<file path="src/hdl/row_cache_bunch_dispenser_assert.svh">
// Assertion macros shared by the row cache bunch dispenser modules
`ifndef ROW_CACHE_BUNCH_DISPENSER_ASSERT_SVH
`define ROW_CACHE_BUNCH_DISPENSER_ASSERT_SVH

// Same-cycle implication, disabled in reset
`define RCBD_ASSERT_IMP(name, ck, rs, ante, cons) \
  name: assert property (@(posedge ck) disable iff (rs) (ante) |-> (cons)) \
    else $error("rcbd assertion failed");

// Next-cycle implication, disabled in reset
`define RCBD_ASSERT_NXT(name, ck, rs, ante, cons) \
  name: assert property (@(posedge ck) disable iff (rs) (ante) |=> (cons)) \
    else $error("rcbd assertion failed");

`endif

</file>
<file path="src/hdl/rcbd_pkg.sv">
// Shared types, codes and constants of the row cache bunch dispenser
package rcbd_pkg;

  localparam int CACHE_DEPTH_DEF  = 1024;
  localparam int MAX_BUNCH_DEF    = 64;
  localparam int FEATURE_BITS_DEF = 64;
  localparam int TARGET_BITS_DEF  = 32;

  localparam int CRU_W    = 11;
  localparam int BUNCH_W  = 7;
  localparam int DISC_W   = 32;
  localparam int STATUS_W = 3;

  localparam logic [CRU_W-1:0]   CACHE_ROWS_RESET = 11'd1024;
  localparam logic [BUNCH_W-1:0] BUNCH_ROWS_RESET = 7'd64;

  localparam logic CFG_CACHE_ROWS = 1'b0;
  localparam logic CFG_BUNCH_ROWS = 1'b1;

  localparam logic MODE_ADD   = 1'b0;
  localparam logic MODE_BUNCH = 1'b1;

  typedef enum logic [STATUS_W-1:0] {
    ST_CACHED    = 3'd0,
    ST_LEFTOVER  = 3'd1,
    ST_DROPPED   = 3'd2,
    ST_REJECTED  = 3'd3,
    ST_BUNCH     = 3'd4,
    ST_EMPTY_ERR = 3'd5,
    ST_CFG_ERR   = 3'd6
  } status_t;

  typedef enum logic [1:0] {
    PH_EMPTY   = 2'd0,
    PH_INTAKE  = 2'd1,
    PH_FULL    = 2'd2,
    PH_EXHAUST = 2'd3
  } phase_t;

  typedef enum logic [2:0] {
    S_IDLE = 3'b001,
    S_MOVE = 3'b010,
    S_ROWS = 3'b100
  } ctrl_state_t;

  typedef struct packed {
    logic [CRU_W-1:0]   cache_rows;
    logic [BUNCH_W-1:0] bunch_rows;
    logic               ok;
    logic               busy;
  } cfg_t;

  typedef struct packed {
    logic capture;
    logic err_cfg;
    logic err_empty;
    logic add_now;
    logic add_held;
    logic empty_start;
    logic move_step;
    logic bunch_start;
    logic bunch_row;
  } cmd_t;

  typedef struct packed {
    logic phase_empty;
    logic move_idle;
    logic row_last;
  } sts_t;

endpackage

</file>
<file path="src/hdl/rcbd_ctrl.sv">
// Sequencing state machine: decode of items, leftover move and bunch emission
`include "row_cache_bunch_dispenser_assert.svh"

module rcbd_ctrl (
  input  logic           clk,
  input  logic           rst,
  input  logic           start,
  input  logic           mode,
  input  rcbd_pkg::cfg_t cfg,
  input  rcbd_pkg::sts_t sts,
  output logic           busy,
  output rcbd_pkg::cmd_t cmd
);

  rcbd_pkg::ctrl_state_t state;
  rcbd_pkg::ctrl_state_t state_next;
  logic                  in_rows;

  assign busy    = (state != rcbd_pkg::S_IDLE) || cfg.busy;
  assign in_rows = (state == rcbd_pkg::S_ROWS);

  always_comb begin
    cmd        = '0;
    state_next = state;
    unique case (state)
      rcbd_pkg::S_IDLE: begin
        if (start && !busy) begin
          cmd.capture = 1'b1;
          priority if (!cfg.ok) begin
            cmd.err_cfg = 1'b1;
          end else if (mode == rcbd_pkg::MODE_BUNCH) begin
            if (sts.phase_empty) begin
              cmd.err_empty = 1'b1;
            end else begin
              cmd.bunch_start = 1'b1;
              state_next      = rcbd_pkg::S_ROWS;
            end
          end else if (sts.phase_empty) begin
            cmd.empty_start = 1'b1;
            state_next      = rcbd_pkg::S_MOVE;
          end else begin
            cmd.add_now = 1'b1;
          end
        end
      end
      rcbd_pkg::S_MOVE: begin
        // finish the copy, then store the held row
        if (sts.move_idle) begin
          cmd.add_held = 1'b1;
          state_next   = rcbd_pkg::S_IDLE;
        end else begin
          cmd.move_step = 1'b1;
        end
      end
      rcbd_pkg::S_ROWS: begin
        cmd.bunch_row = 1'b1;
        if (sts.row_last) begin
          state_next = rcbd_pkg::S_IDLE;
        end
      end
      default: state_next = rcbd_pkg::S_IDLE;
    endcase
  end

  always_ff @(posedge clk) begin
    if (rst) begin
      state <= rcbd_pkg::S_IDLE;
    end else begin
      state <= state_next;
    end
  end

  `RCBD_ASSERT_NXT(a_rows_continue, clk, rst, in_rows && !sts.row_last, in_rows)

endmodule

</file>
<file path="config.mk">
export PLATFORM = sky130hd
export DESIGN_NAME = rcbd_ctrl
export DESIGN_NICKNAME = d
export VERILOG_FILES = /design/src/hdl/rcbd_pkg.sv /design/src/hdl/rcbd_ctrl.sv
export VERILOG_INCLUDE_DIRS = /design/src /design/src/hdl
export SDC_FILE = /design/constraint.sdc
export NUM_CORES = 1
export LEC_CHECK = 0
export BUFFER_PORTS_ARGS = -buffer_cell sky130_fd_sc_hd__clkbuf_2
export CAP_MARGIN = 0
export CORE_AREA = 2 2 39 41
export CTS_BUF_LIST = sky130_fd_sc_hd__clkbuf_8
export CTS_CLUSTER_DIAMETER = 30
export CTS_CLUSTER_SIZE = 16
export DETAILED_ROUTE_END_ITERATION = 7
export DIE_AREA = 0 0 41 43
export PLACE_DENSITY = 0.63
export SLEW_MARGIN = 5
export SYNTH_ARGS = -nofsm -noshare
export SYNTH_HDL_FRONTEND = slang
export SYNTH_SLANG_ARGS = --single-unit
</file>
<file path="constraint.sdc">
create_clock -name clk -period 1.75 [get_ports clk]
set_input_delay 0.175 -clock clk [delete_from_list [all_inputs] [get_ports clk]]
set_output_delay 0.175 -clock clk [all_outputs]
set_load 0.05 [all_outputs]
</file>
==> summary.md <==
| Metric | Value |
|---|---|
| Fmax | `0.600 GHz` |
| CTS Buf Count | `3` |
| Clock power share | `60.1%` |
| Max reg flops | `3` |
| Vias in the first global route | `253` |
| Final setup viols | `0` |
| Clock Skew | `0.00305 ns` |
| Seq pwr share | `21.5%` |
| Die Area | `1760 sq um` |
| Internal power | `0.242 mW` |
| Switching Fraction | `27.0%` |
| Initial antenna violation count | `0` |
| Largest net degree at the start of global routing | `6` |
| Site Rows | `14` |
| Fill count | `154` |
| Total track usage | `8.12%` |
| DR vias | `281` |
| Mapped cell area | `231 sq um` |
| Worst hold slack | `0.167 ns` |
| Crit path kind | `reg2out` |
| Syn avg cell area | `8.57 sq um` |
| Setup bufs post-CTS | `0` |
| Die Wd | `41 um` |
| Core Util, Final | `30.1%` |
| Drt first pass iters | `4` |
| Worst setup margin | `0.0844 ns` |
| Setup slack at placement | `0.244 ns` |
| TritonCTS clock tree | `done` |
| Final Power | `0.332 mW` |
| H-Tree Depth | `1` |
| Mapped Cells | `27` |
| Worst-path clk slew | `0.03 ns` |
| DRC errors left | `0` |
| Commonest non-fill, non-tap cell in the layout | `clkbuf_2` |
| Area delta synth->final | `80.0%` |
| Post-route ant nets | `0` |
| Synth cell types | `16` |
| CP Capture Type | `output pin` |
| Final nets | `78` |
| Port Buffers | `18` |
| Final hold viol count | `0` |
| Post-layout min period | `1.67 ns` |
| DRT iter0 DRCs | `3` |
| FF+latch area | `60.1 sq um` |
| Synthesized flop and latch total | `3` |
| Power share of the combinational group | `18.4%` |
| Required time worst endpoint | `1.57 ns` |
| Seq/Total Area, Yosys | `25.9%` |
| Num ports | `37` |
| Clock sink count | `3` |
| Most frequent cells in the layout | `clkbuf_2, nor2_1, clkbuf_8, buf_2, dfxtp_1` |
| Multi-input gate area | `188 sq um` |
| P_leak | `0.208 nW` |
| CP startpoint | `state[2]$_SDFFE_PP0P_` |
| Starting density of the core | `16.7%` |
| Clk_lat worst skew | `0.22 ns` |
| ANT cells | `0` |
| Synth Warn # | `0` |
| First-pass GRT wire length | `897 um` |
| Worst EP arrival | `1.49 ns` |
| Design area | `417 sq um` |
| Via density | `4.26` |
| Maximum clock insertion buffer count | `2` |
| Pin slew with the least headroom to its limit | `0.383 ns` |
| Height of the die | `43 um` |
| HP Class | `in2reg` |
| GPL Wtd Cong | `0.704` |
| Net Switching | `0.0896 mW` |
| Max-slew violations | `0` |
| Slew HR | `74.1%` |
| Wire per inst | `9.48 um` |
| Biggest regs | `state: 3 flops` |
| Most flops, register | `state` |
| Max-cap violations | `0` |
| Fin crit share | `95.2%` |
| Synth Net Count | `54` |
| Worst VDD drop | `265 uV` |
| Outcome | `finished, final reports clean` |
| CORE AREA | `1380 sq um` |
| Startpoint types | `flop` |
| RSZ-0062 raised after global routing | `false` |
| Hpwl dp | `516 um` |
| Worst R2R Start | `state[2]$_SDFFE_PP0P_` |
| Layout cells sized above 1 | `56.0%` |
| PwrDens | `797 nW/um^2` |
| Total grt overflow | `0` |
| Post-DP Area | `369 sq um` |
| Clock root cell | `clkbuf_8` |
| Critical-path maximum fanout | `5` |
| Final wirelength | `626 um` |
| HP Start | `rst` |
path summary, 6_finish.rpt:
| path | endpoint | slack [ns] | cells past startpoint |
|---|---|---|---|
| worst max-delay path | cmd[7] | 0.08 | 4 |
| worst min-delay path | state[1]$_SDFFE_PP0P_ | 0.17 | 2 |
| worst max register to register | state[0]$_SDFFE_PP1P_ | 0.48 | 3 |
| worst min register to register | state[1]$_SDFFE_PP0P_ | 0.70 | 3 |
per-layer routing:
metal	track usage, %	wire length (um)	part of all wire (%)
met1	7.69	247	39
met2	10.6	313	50
met3	3.66	44	7.0
met4	10.7	21	3.4
met5	0	0	0
through the flow:
step                TNS (ns)  std cells
floorplan            -0.0932         27
global placement           0         62
detailed placement         0         62
CTS                        0         66
global route               0         66
finish                     0         66
cell families after synthesis:
logic type / after synthesis / synth area share [%]
and+or+nand+nor: 18 / 57.3
AOI/OAI and AO/OA: 4 / 11.4
DFF: 3 / 25.9
xor gates and xnor gates: 1 / 3.78
buffers and inverters: 1 / 1.62
critical path, cell delays in order, from the launching register on:
cell	delay (ns)
dfxtp_1	0.36
nor4b_4	0.37
and2_2	0.21
nor2b_4	0.12
clkbuf_4	0.22
cell usage after synthesis:
master | instances | area [sq um]
nand2_1 | 2 | 7.51
xnor2_1 | 1 | 8.76
nand3_2 | 1 | 10.0
nor3b_1 | 1 | 7.51
o31a_1 | 1 | 8.76
inv_1 | 1 | 3.75
nor4b_4 | 1 | 23.8
a21oi_1 | 2 | 10.0
dfxtp_1 | 3 | 60.1
nor3_1 | 2 | 10.0
nor2_1 | 3 | 11.3
and2_1 | 3 | 18.8
nor2b_1 | 1 | 6.26
o21bai_1 | 1 | 7.51
and4b_1 | 2 | 20.0
nor4b_1 | 2 | 17.5
power groups by stage:
stage	registers [mW]	clock network [mW]	logic, mW
2_1_floorplan	0.0719	0	0.0363
3_3_place_gp	0.0722	0	0.0600
3_5_place_dp	0.0723	0	0.0608
4_1_cts	0.0713	0.201	0.0608
5_1_grt	0.0715	0.206	0.0652
6_report	0.0713	0.200	0.0610
final cells by class:
class	count	area share [%]
Clock inverter	1	0.901
Timing Repair Buffer	19	24.0
Clock buffer	3	9.91
Multi-Input combinational cell	23	45.0
Tap cell	16	4.80
Inverter	1	0.901
Sequential cell	3	14.4
what timing repair did:
action	4_1_cts	5_1_grt
endpoints found under the setup margin	0	4
resized for setup	0	5
hold buffers	0	0
Power figures use the tool's default switching activity.
