==> config.mk <==
export PLATFORM = sky130hd
export DESIGN_NAME = rcbd_cfg
export DESIGN_NICKNAME = d
export VERILOG_FILES = /design/src/hdl/row_cache_bunch_dispenser_assert.svh /design/src/hdl/rcbd_pkg.sv /design/src/hdl/rcbd_cfg.sv
export SDC_FILE = /design/constraint.sdc
export NUM_CORES = 1
export LEC_CHECK = 0
export BUFFER_PORTS_ARGS = -buffer_cell sky130_fd_sc_hd__buf_2
export CAP_MARGIN = 10
export CORE_UTILIZATION = 43
export CTS_CLUSTER_SIZE = 25
export DETAILED_ROUTE_END_ITERATION = 10
export GPL_ROUTABILITY_DRIVEN = 0
export PLACE_DENSITY = 0.64
export SLEW_MARGIN = 0
export SYNTH_ARGS = -nofsm -noshare
export SYNTH_HDL_FRONTEND = slang
export SYNTH_SLANG_ARGS = --single-unit
export TNS_END_PERCENT = 50
==> constraint.sdc <==
create_clock -name clk -period 4.3 [get_ports clk]
set_input_delay 0.215 -clock clk [delete_from_list [all_inputs] [get_ports clk]]
set_output_delay 0.215 -clock clk [all_outputs]
set_load 0.005 [all_outputs]
==> src/hdl/row_cache_bunch_dispenser_assert.svh <==
// Assertion macros shared by the row cache bunch dispenser modules
`ifndef ROW_CACHE_BUNCH_DISPENSER_ASSERT_SVH
`define ROW_CACHE_BUNCH_DISPENSER_ASSERT_SVH

// Same-cycle implication, disabled in reset
`define RCBD_ASSERT_IMP(name, ck, rs, ante, cons) \
  name: assert property (@(posedge ck) disable iff (rs) (ante) |-> (cons)) \
    else $error("rcbd assertion failed");

// Next-cycle implication, disabled in reset
`define RCBD_ASSERT_NXT(name, ck, rs, ante, cons) \
  name: assert property (@(posedge ck) disable iff (rs) (ante) |=> (cons)) \
    else $error("rcbd assertion failed");

`endif

==> src/hdl/rcbd_pkg.sv <==
// Shared types, codes and constants of the row cache bunch dispenser
package rcbd_pkg;

  localparam int CACHE_DEPTH_DEF  = 1024;
  localparam int MAX_BUNCH_DEF    = 64;
  localparam int FEATURE_BITS_DEF = 64;
  localparam int TARGET_BITS_DEF  = 32;

  localparam int CRU_W    = 11;
  localparam int BUNCH_W  = 7;
  localparam int DISC_W   = 32;
  localparam int STATUS_W = 3;

  localparam logic [CRU_W-1:0]   CACHE_ROWS_RESET = 11'd1024;
  localparam logic [BUNCH_W-1:0] BUNCH_ROWS_RESET = 7'd64;

  localparam logic CFG_CACHE_ROWS = 1'b0;
  localparam logic CFG_BUNCH_ROWS = 1'b1;

  localparam logic MODE_ADD   = 1'b0;
  localparam logic MODE_BUNCH = 1'b1;

  typedef enum logic [STATUS_W-1:0] {
    ST_CACHED    = 3'd0,
    ST_LEFTOVER  = 3'd1,
    ST_DROPPED   = 3'd2,
    ST_REJECTED  = 3'd3,
    ST_BUNCH     = 3'd4,
    ST_EMPTY_ERR = 3'd5,
    ST_CFG_ERR   = 3'd6
  } status_t;

  typedef enum logic [1:0] {
    PH_EMPTY   = 2'd0,
    PH_INTAKE  = 2'd1,
    PH_FULL    = 2'd2,
    PH_EXHAUST = 2'd3
  } phase_t;

  typedef enum logic [2:0] {
    S_IDLE = 3'b001,
    S_MOVE = 3'b010,
    S_ROWS = 3'b100
  } ctrl_state_t;

  typedef struct packed {
    logic [CRU_W-1:0]   cache_rows;
    logic [BUNCH_W-1:0] bunch_rows;
    logic               ok;
    logic               busy;
  } cfg_t;

  typedef struct packed {
    logic capture;
    logic err_cfg;
    logic err_empty;
    logic add_now;
    logic add_held;
    logic empty_start;
    logic move_step;
    logic bunch_start;
    logic bunch_row;
  } cmd_t;

  typedef struct packed {
    logic phase_empty;
    logic move_idle;
    logic row_last;
  } sts_t;

endpackage

==> src/hdl/rcbd_cfg.sv <==
// Configuration registers and serial divisibility check of bunch size
module rcbd_cfg #(
  parameter int CACHE_DEPTH = rcbd_pkg::CACHE_DEPTH_DEF,
  parameter int MAX_BUNCH   = rcbd_pkg::MAX_BUNCH_DEF
) (
  input  logic                       clk,
  input  logic                       rst,
  input  logic                       cfg_write,
  input  logic                       cfg_index,
  input  logic [rcbd_pkg::CRU_W-1:0] cfg_data,
  output rcbd_pkg::cfg_t             cfg
);

  localparam int CW  = rcbd_pkg::CRU_W;
  localparam int BW  = rcbd_pkg::BUNCH_W;
  localparam int CBW = $clog2(CW);
  localparam logic RESET_DIV_OK =
    ((int'(rcbd_pkg::CACHE_ROWS_RESET) % int'(rcbd_pkg::BUNCH_ROWS_RESET)) == 0);

  logic [CW-1:0]  cache_rows;
  logic [BW-1:0]  bunch_rows;
  logic           div_ok;
  logic           checking;
  logic [CBW-1:0] chk_bit;
  logic [BW-1:0]  rem;
  logic [BW:0]    rem2;
  logic [BW-1:0]  rem_next;

  // one quotient bit per cycle, most significant first
  always_comb begin
    rem2 = {rem, cache_rows[chk_bit]};
    if (rem2 >= {1'b0, bunch_rows}) begin
      rem_next = BW'(rem2 - {1'b0, bunch_rows});
    end else begin
      rem_next = rem2[BW-1:0];
    end
  end

  always_ff @(posedge clk) begin
    if (rst) begin
      cache_rows <= rcbd_pkg::CACHE_ROWS_RESET;
      bunch_rows <= rcbd_pkg::BUNCH_ROWS_RESET;
      div_ok     <= RESET_DIV_OK;
      checking   <= 1'b0;
    end else if (cfg_write) begin
      unique case (cfg_index)
        rcbd_pkg::CFG_CACHE_ROWS: cache_rows <= cfg_data[CW-1:0];
        rcbd_pkg::CFG_BUNCH_ROWS: bunch_rows <= cfg_data[BW-1:0];
        default: ;
      endcase
      checking <= 1'b1;
    end else if (checking) begin
      if (chk_bit == '0) begin
        checking <= 1'b0;
        div_ok   <= (rem_next == '0);
      end
    end
  end

  always_ff @(posedge clk) begin
    if (cfg_write) begin
      chk_bit <= CBW'(CW - 1);
      rem     <= '0;
    end else if (checking) begin
      chk_bit <= chk_bit - 1'b1;
      rem     <= rem_next;
    end
  end

  assign cfg.cache_rows = cache_rows;
  assign cfg.bunch_rows = bunch_rows;
  assign cfg.busy       = checking;
  assign cfg.ok         = div_ok && (bunch_rows != '0) && (int'(bunch_rows) <= MAX_BUNCH)
                          && (cache_rows != '0) && (int'(cache_rows) <= CACHE_DEPTH);

endmodule

==> reports/qor.csv <==
metric;value;unit
outcome;finished, final reports clean;
Post-synth ARST share;0;%
mapped cell area;1775;sq um
Synth top area share;34.95;%
vias in the first global route;1435;
H-tree levels;2;
Sink Count;31;
Antenna Nets Post-Route;0;
post-synthesis cell type count;45;
Clk pwr share;33.5;%
Final period util;77.94;%
setup TNS;0;ns
Sw Share;30.30;%
synth warn;0;
Clk pin slew, worst setup/hold paths;0.07;ns
layout filler cell count;379;
Max Cap Violations;0;
max frequency;0.2984;GHz
sequential area share after synthesis;34.95;%
Synth Instances;216;
total die area;4390;sq um
Routed WL per cell;14.03;um
TritonCTS clock tree;yes;
Die Wd;66.26;um
area grow syn2layout;15.50;%
post-CTS resize count;0;
kind of start point of the critical path;flop;
minimum clock period;3.351;ns
Max VDD drop;253.3;uV
nets;269;
Vias/cell;5.328;
CP required;4.46;ns
Ports;35;
Fin Clk Skew;0.008202;ns
core area;3799;sq um
max_slew headroom;50.68;%
diode count;0;
Placement Rows;22;
RSZ-0062 raised after global routing;no;
Clk Latency, worst-skew pair;0.29;ns
setup violators final;0;
Total Routing Usage GR;20.73;%
WL final;4112;um
Seq pwr share;40.1;%
first-pass GRT wire length;6720;um
Final Max Tran Viols;0;
Remaining DRCs;0;
Slew @ Worst Pin;0.7388;ns
Hold WC Path Type;input port to flop;
Top FF cell, synth;dfxtp_1;
hpwl dp;2994;um
cell leakage power;0.8953;nW
layout cells sized above 1;19.18;%
largest net degree at the start of global routing;24;
Yosys top cell by area;dfxtp_1;
Combinational Power Share;26.4;%
number of buffers created by CTS;5;
# Post-CTS Setup Buffers;0;
DRT iter0 DRCs;61;
Pint;0.5786;mW
Synth Net Count;240;
antenna violations before repair;0;
Initial Utilization;46.74;%
drt first pass iters;4;
commonest cells in the netlist;nand2_1, dfxtp_1, nor2_1, a21oi_1, inv_1;
cts hold-fix bufs;0;
Clock Root Buffer;clkbuf_8;
Final Util;53.99;%
critical path arrival;3.51;ns
CTS max path bufs;2;
Power Dens Cells;404.8;nW/um^2
most frequent cell after synthesis;nand2_1;
grt ovf;0;
PortBufs;34;
Die Y;66.26;um
Sw Pwr;0.2515;mW
Final Hold Fails;0;
crit path capture type;flop;
Post-synth EDFFs;0;
via count;1561;
Synth Area per Inst;8.220;sq um
#FFs+latches synth;31;
Crit Path Class;flop to flop;
top post-synthesis cells by area;dfxtp_1, nand2_1, ha_1;
CP Max Fanout;10;
Hold Worst Slack;0.1386;ns
[critical path, stage by stage, from the launching register on]
cell and delay (ns):
dfxtp_1 0.49, mux4_2 0.53, nor2_1 0.10, o31ai_1 0.13, inv_1 0.09, ha_1 0.16
inv_1 0.05, fa_1 0.41, a211oi_2 0.29, o21ai_2 0.13, a21oi_4 0.33, mux2_4 0.33
mux2i_1 0.13, nor2_1 0.05
[state kept, by name, summed over array words and instances (netlist names)]
name	cells
checking	1
bunch_rows	7
div_ok	1
rem	7
chk_bit	4
cache_rows	11
[worst paths after layout]
path                  from        endpoint  slack [ns]  cells past startpoint
min reg2reg  bunch_rows[3]   bunch_rows[3]        0.47                      2
min           cfg_data[10]  cache_rows[10]        0.14                      3
max reg2reg     chk_bit[0]          rem[0]        0.95                     13
max             chk_bit[0]          rem[0]        0.95                     13
[cell usage in the layout, fill, tap and decap left out, types with 2 or more instances in the layout]
cell | synthesis | final
clkbuf_8 | 0 | 5
nor4b_1 | 2 | 2
xnor2_1 | 4 | 4
nand3_1 | 11 | 11
nor4_1 | 2 | 2
a211oi_1 | 3 | 3
nand4_1 | 2 | 2
nor2_1 | 22 | 22
nor3_1 | 3 | 3
nand2_1 | 34 | 34
nand2b_1 | 5 | 5
o32a_1 | 2 | 2
xor2_1 | 2 | 2
mux4_2 | 2 | 2
and3_1 | 2 | 2
buf_2 | 0 | 34
o21a_1 | 3 | 3
o21ai_0 | 3 | 3
a211oi_2 | 2 | 2
nor2b_1 | 3 | 3
ha_1 | 8 | 8
a21oi_1 | 17 | 17
inv_1 | 12 | 12
dfxtp_1 | 31 | 31
mux2i_1 | 9 | 9
nand3b_1 | 4 | 4
[cell type report]
type                    instances  area (sq um)  area share [%]
repair buffers                 34         170.2           8.298
well taps                      48         60.06           2.929
clock buffers                   6         72.57           3.539
inverters                      12         45.04           2.196
clock inverters                 1         30.03           1.464
multi-input cells             161          1052           51.31
flip-flops and latches         31         620.6           30.26
[power groups by stage]
stage | clock network, mW | registers, mW | logic, mW
after CTS | 0.283 | 0.332 | 0.220
after global routing | 0.299 | 0.336 | 0.240
after floorplan | 0 | 0.327 | 0.178
after global placement | 0 | 0.339 | 0.215
final | 0.278 | 0.333 | 0.219
after detailed placement | 0 | 0.338 | 0.217
[metrics by stage]
stage | power [mW] | cell area, sq um | std cells | worst slack (ns)
final | 0.8301 | 2051 | 293 | 0.9487
after global routing | 0.8753 | 2051 | 293 | 0.7915
after CTS | 0.8350 | 2051 | 293 | 0.9362
after detailed placement | 0.5555 | 1948 | 286 | 0.9638
after global placement | 0.5539 | 1948 | 286 | 1.044
after floorplan | 0.5043 | 1775 | 216 | 1.262
[layer usage]
metal / track usage [%] / vias to the layer above / wire length [um]
met1: 27.94 / 715 / 2103
met3: 5.517 / 7 / 158
met5: 0 / - / 0
li1: - / 809 / -
met2: 30.61 / 30 / 1783
met4: 9.309 / 0 / 67
[cells by family after synthesis]
family                     after synthesis  synth area share, %
DFF                                     31                34.95
adders and majority gates                9                6.766
AOI/OAI and AO/OA                       41                16.35
buffers and inverters                   24                5.779
and+or+nand+nor                         93                24.74
muxes                                   12                8.456
xor gates and xnor gates                 6                2.960
No activity file was read; power rests on OpenSTA's default activity.
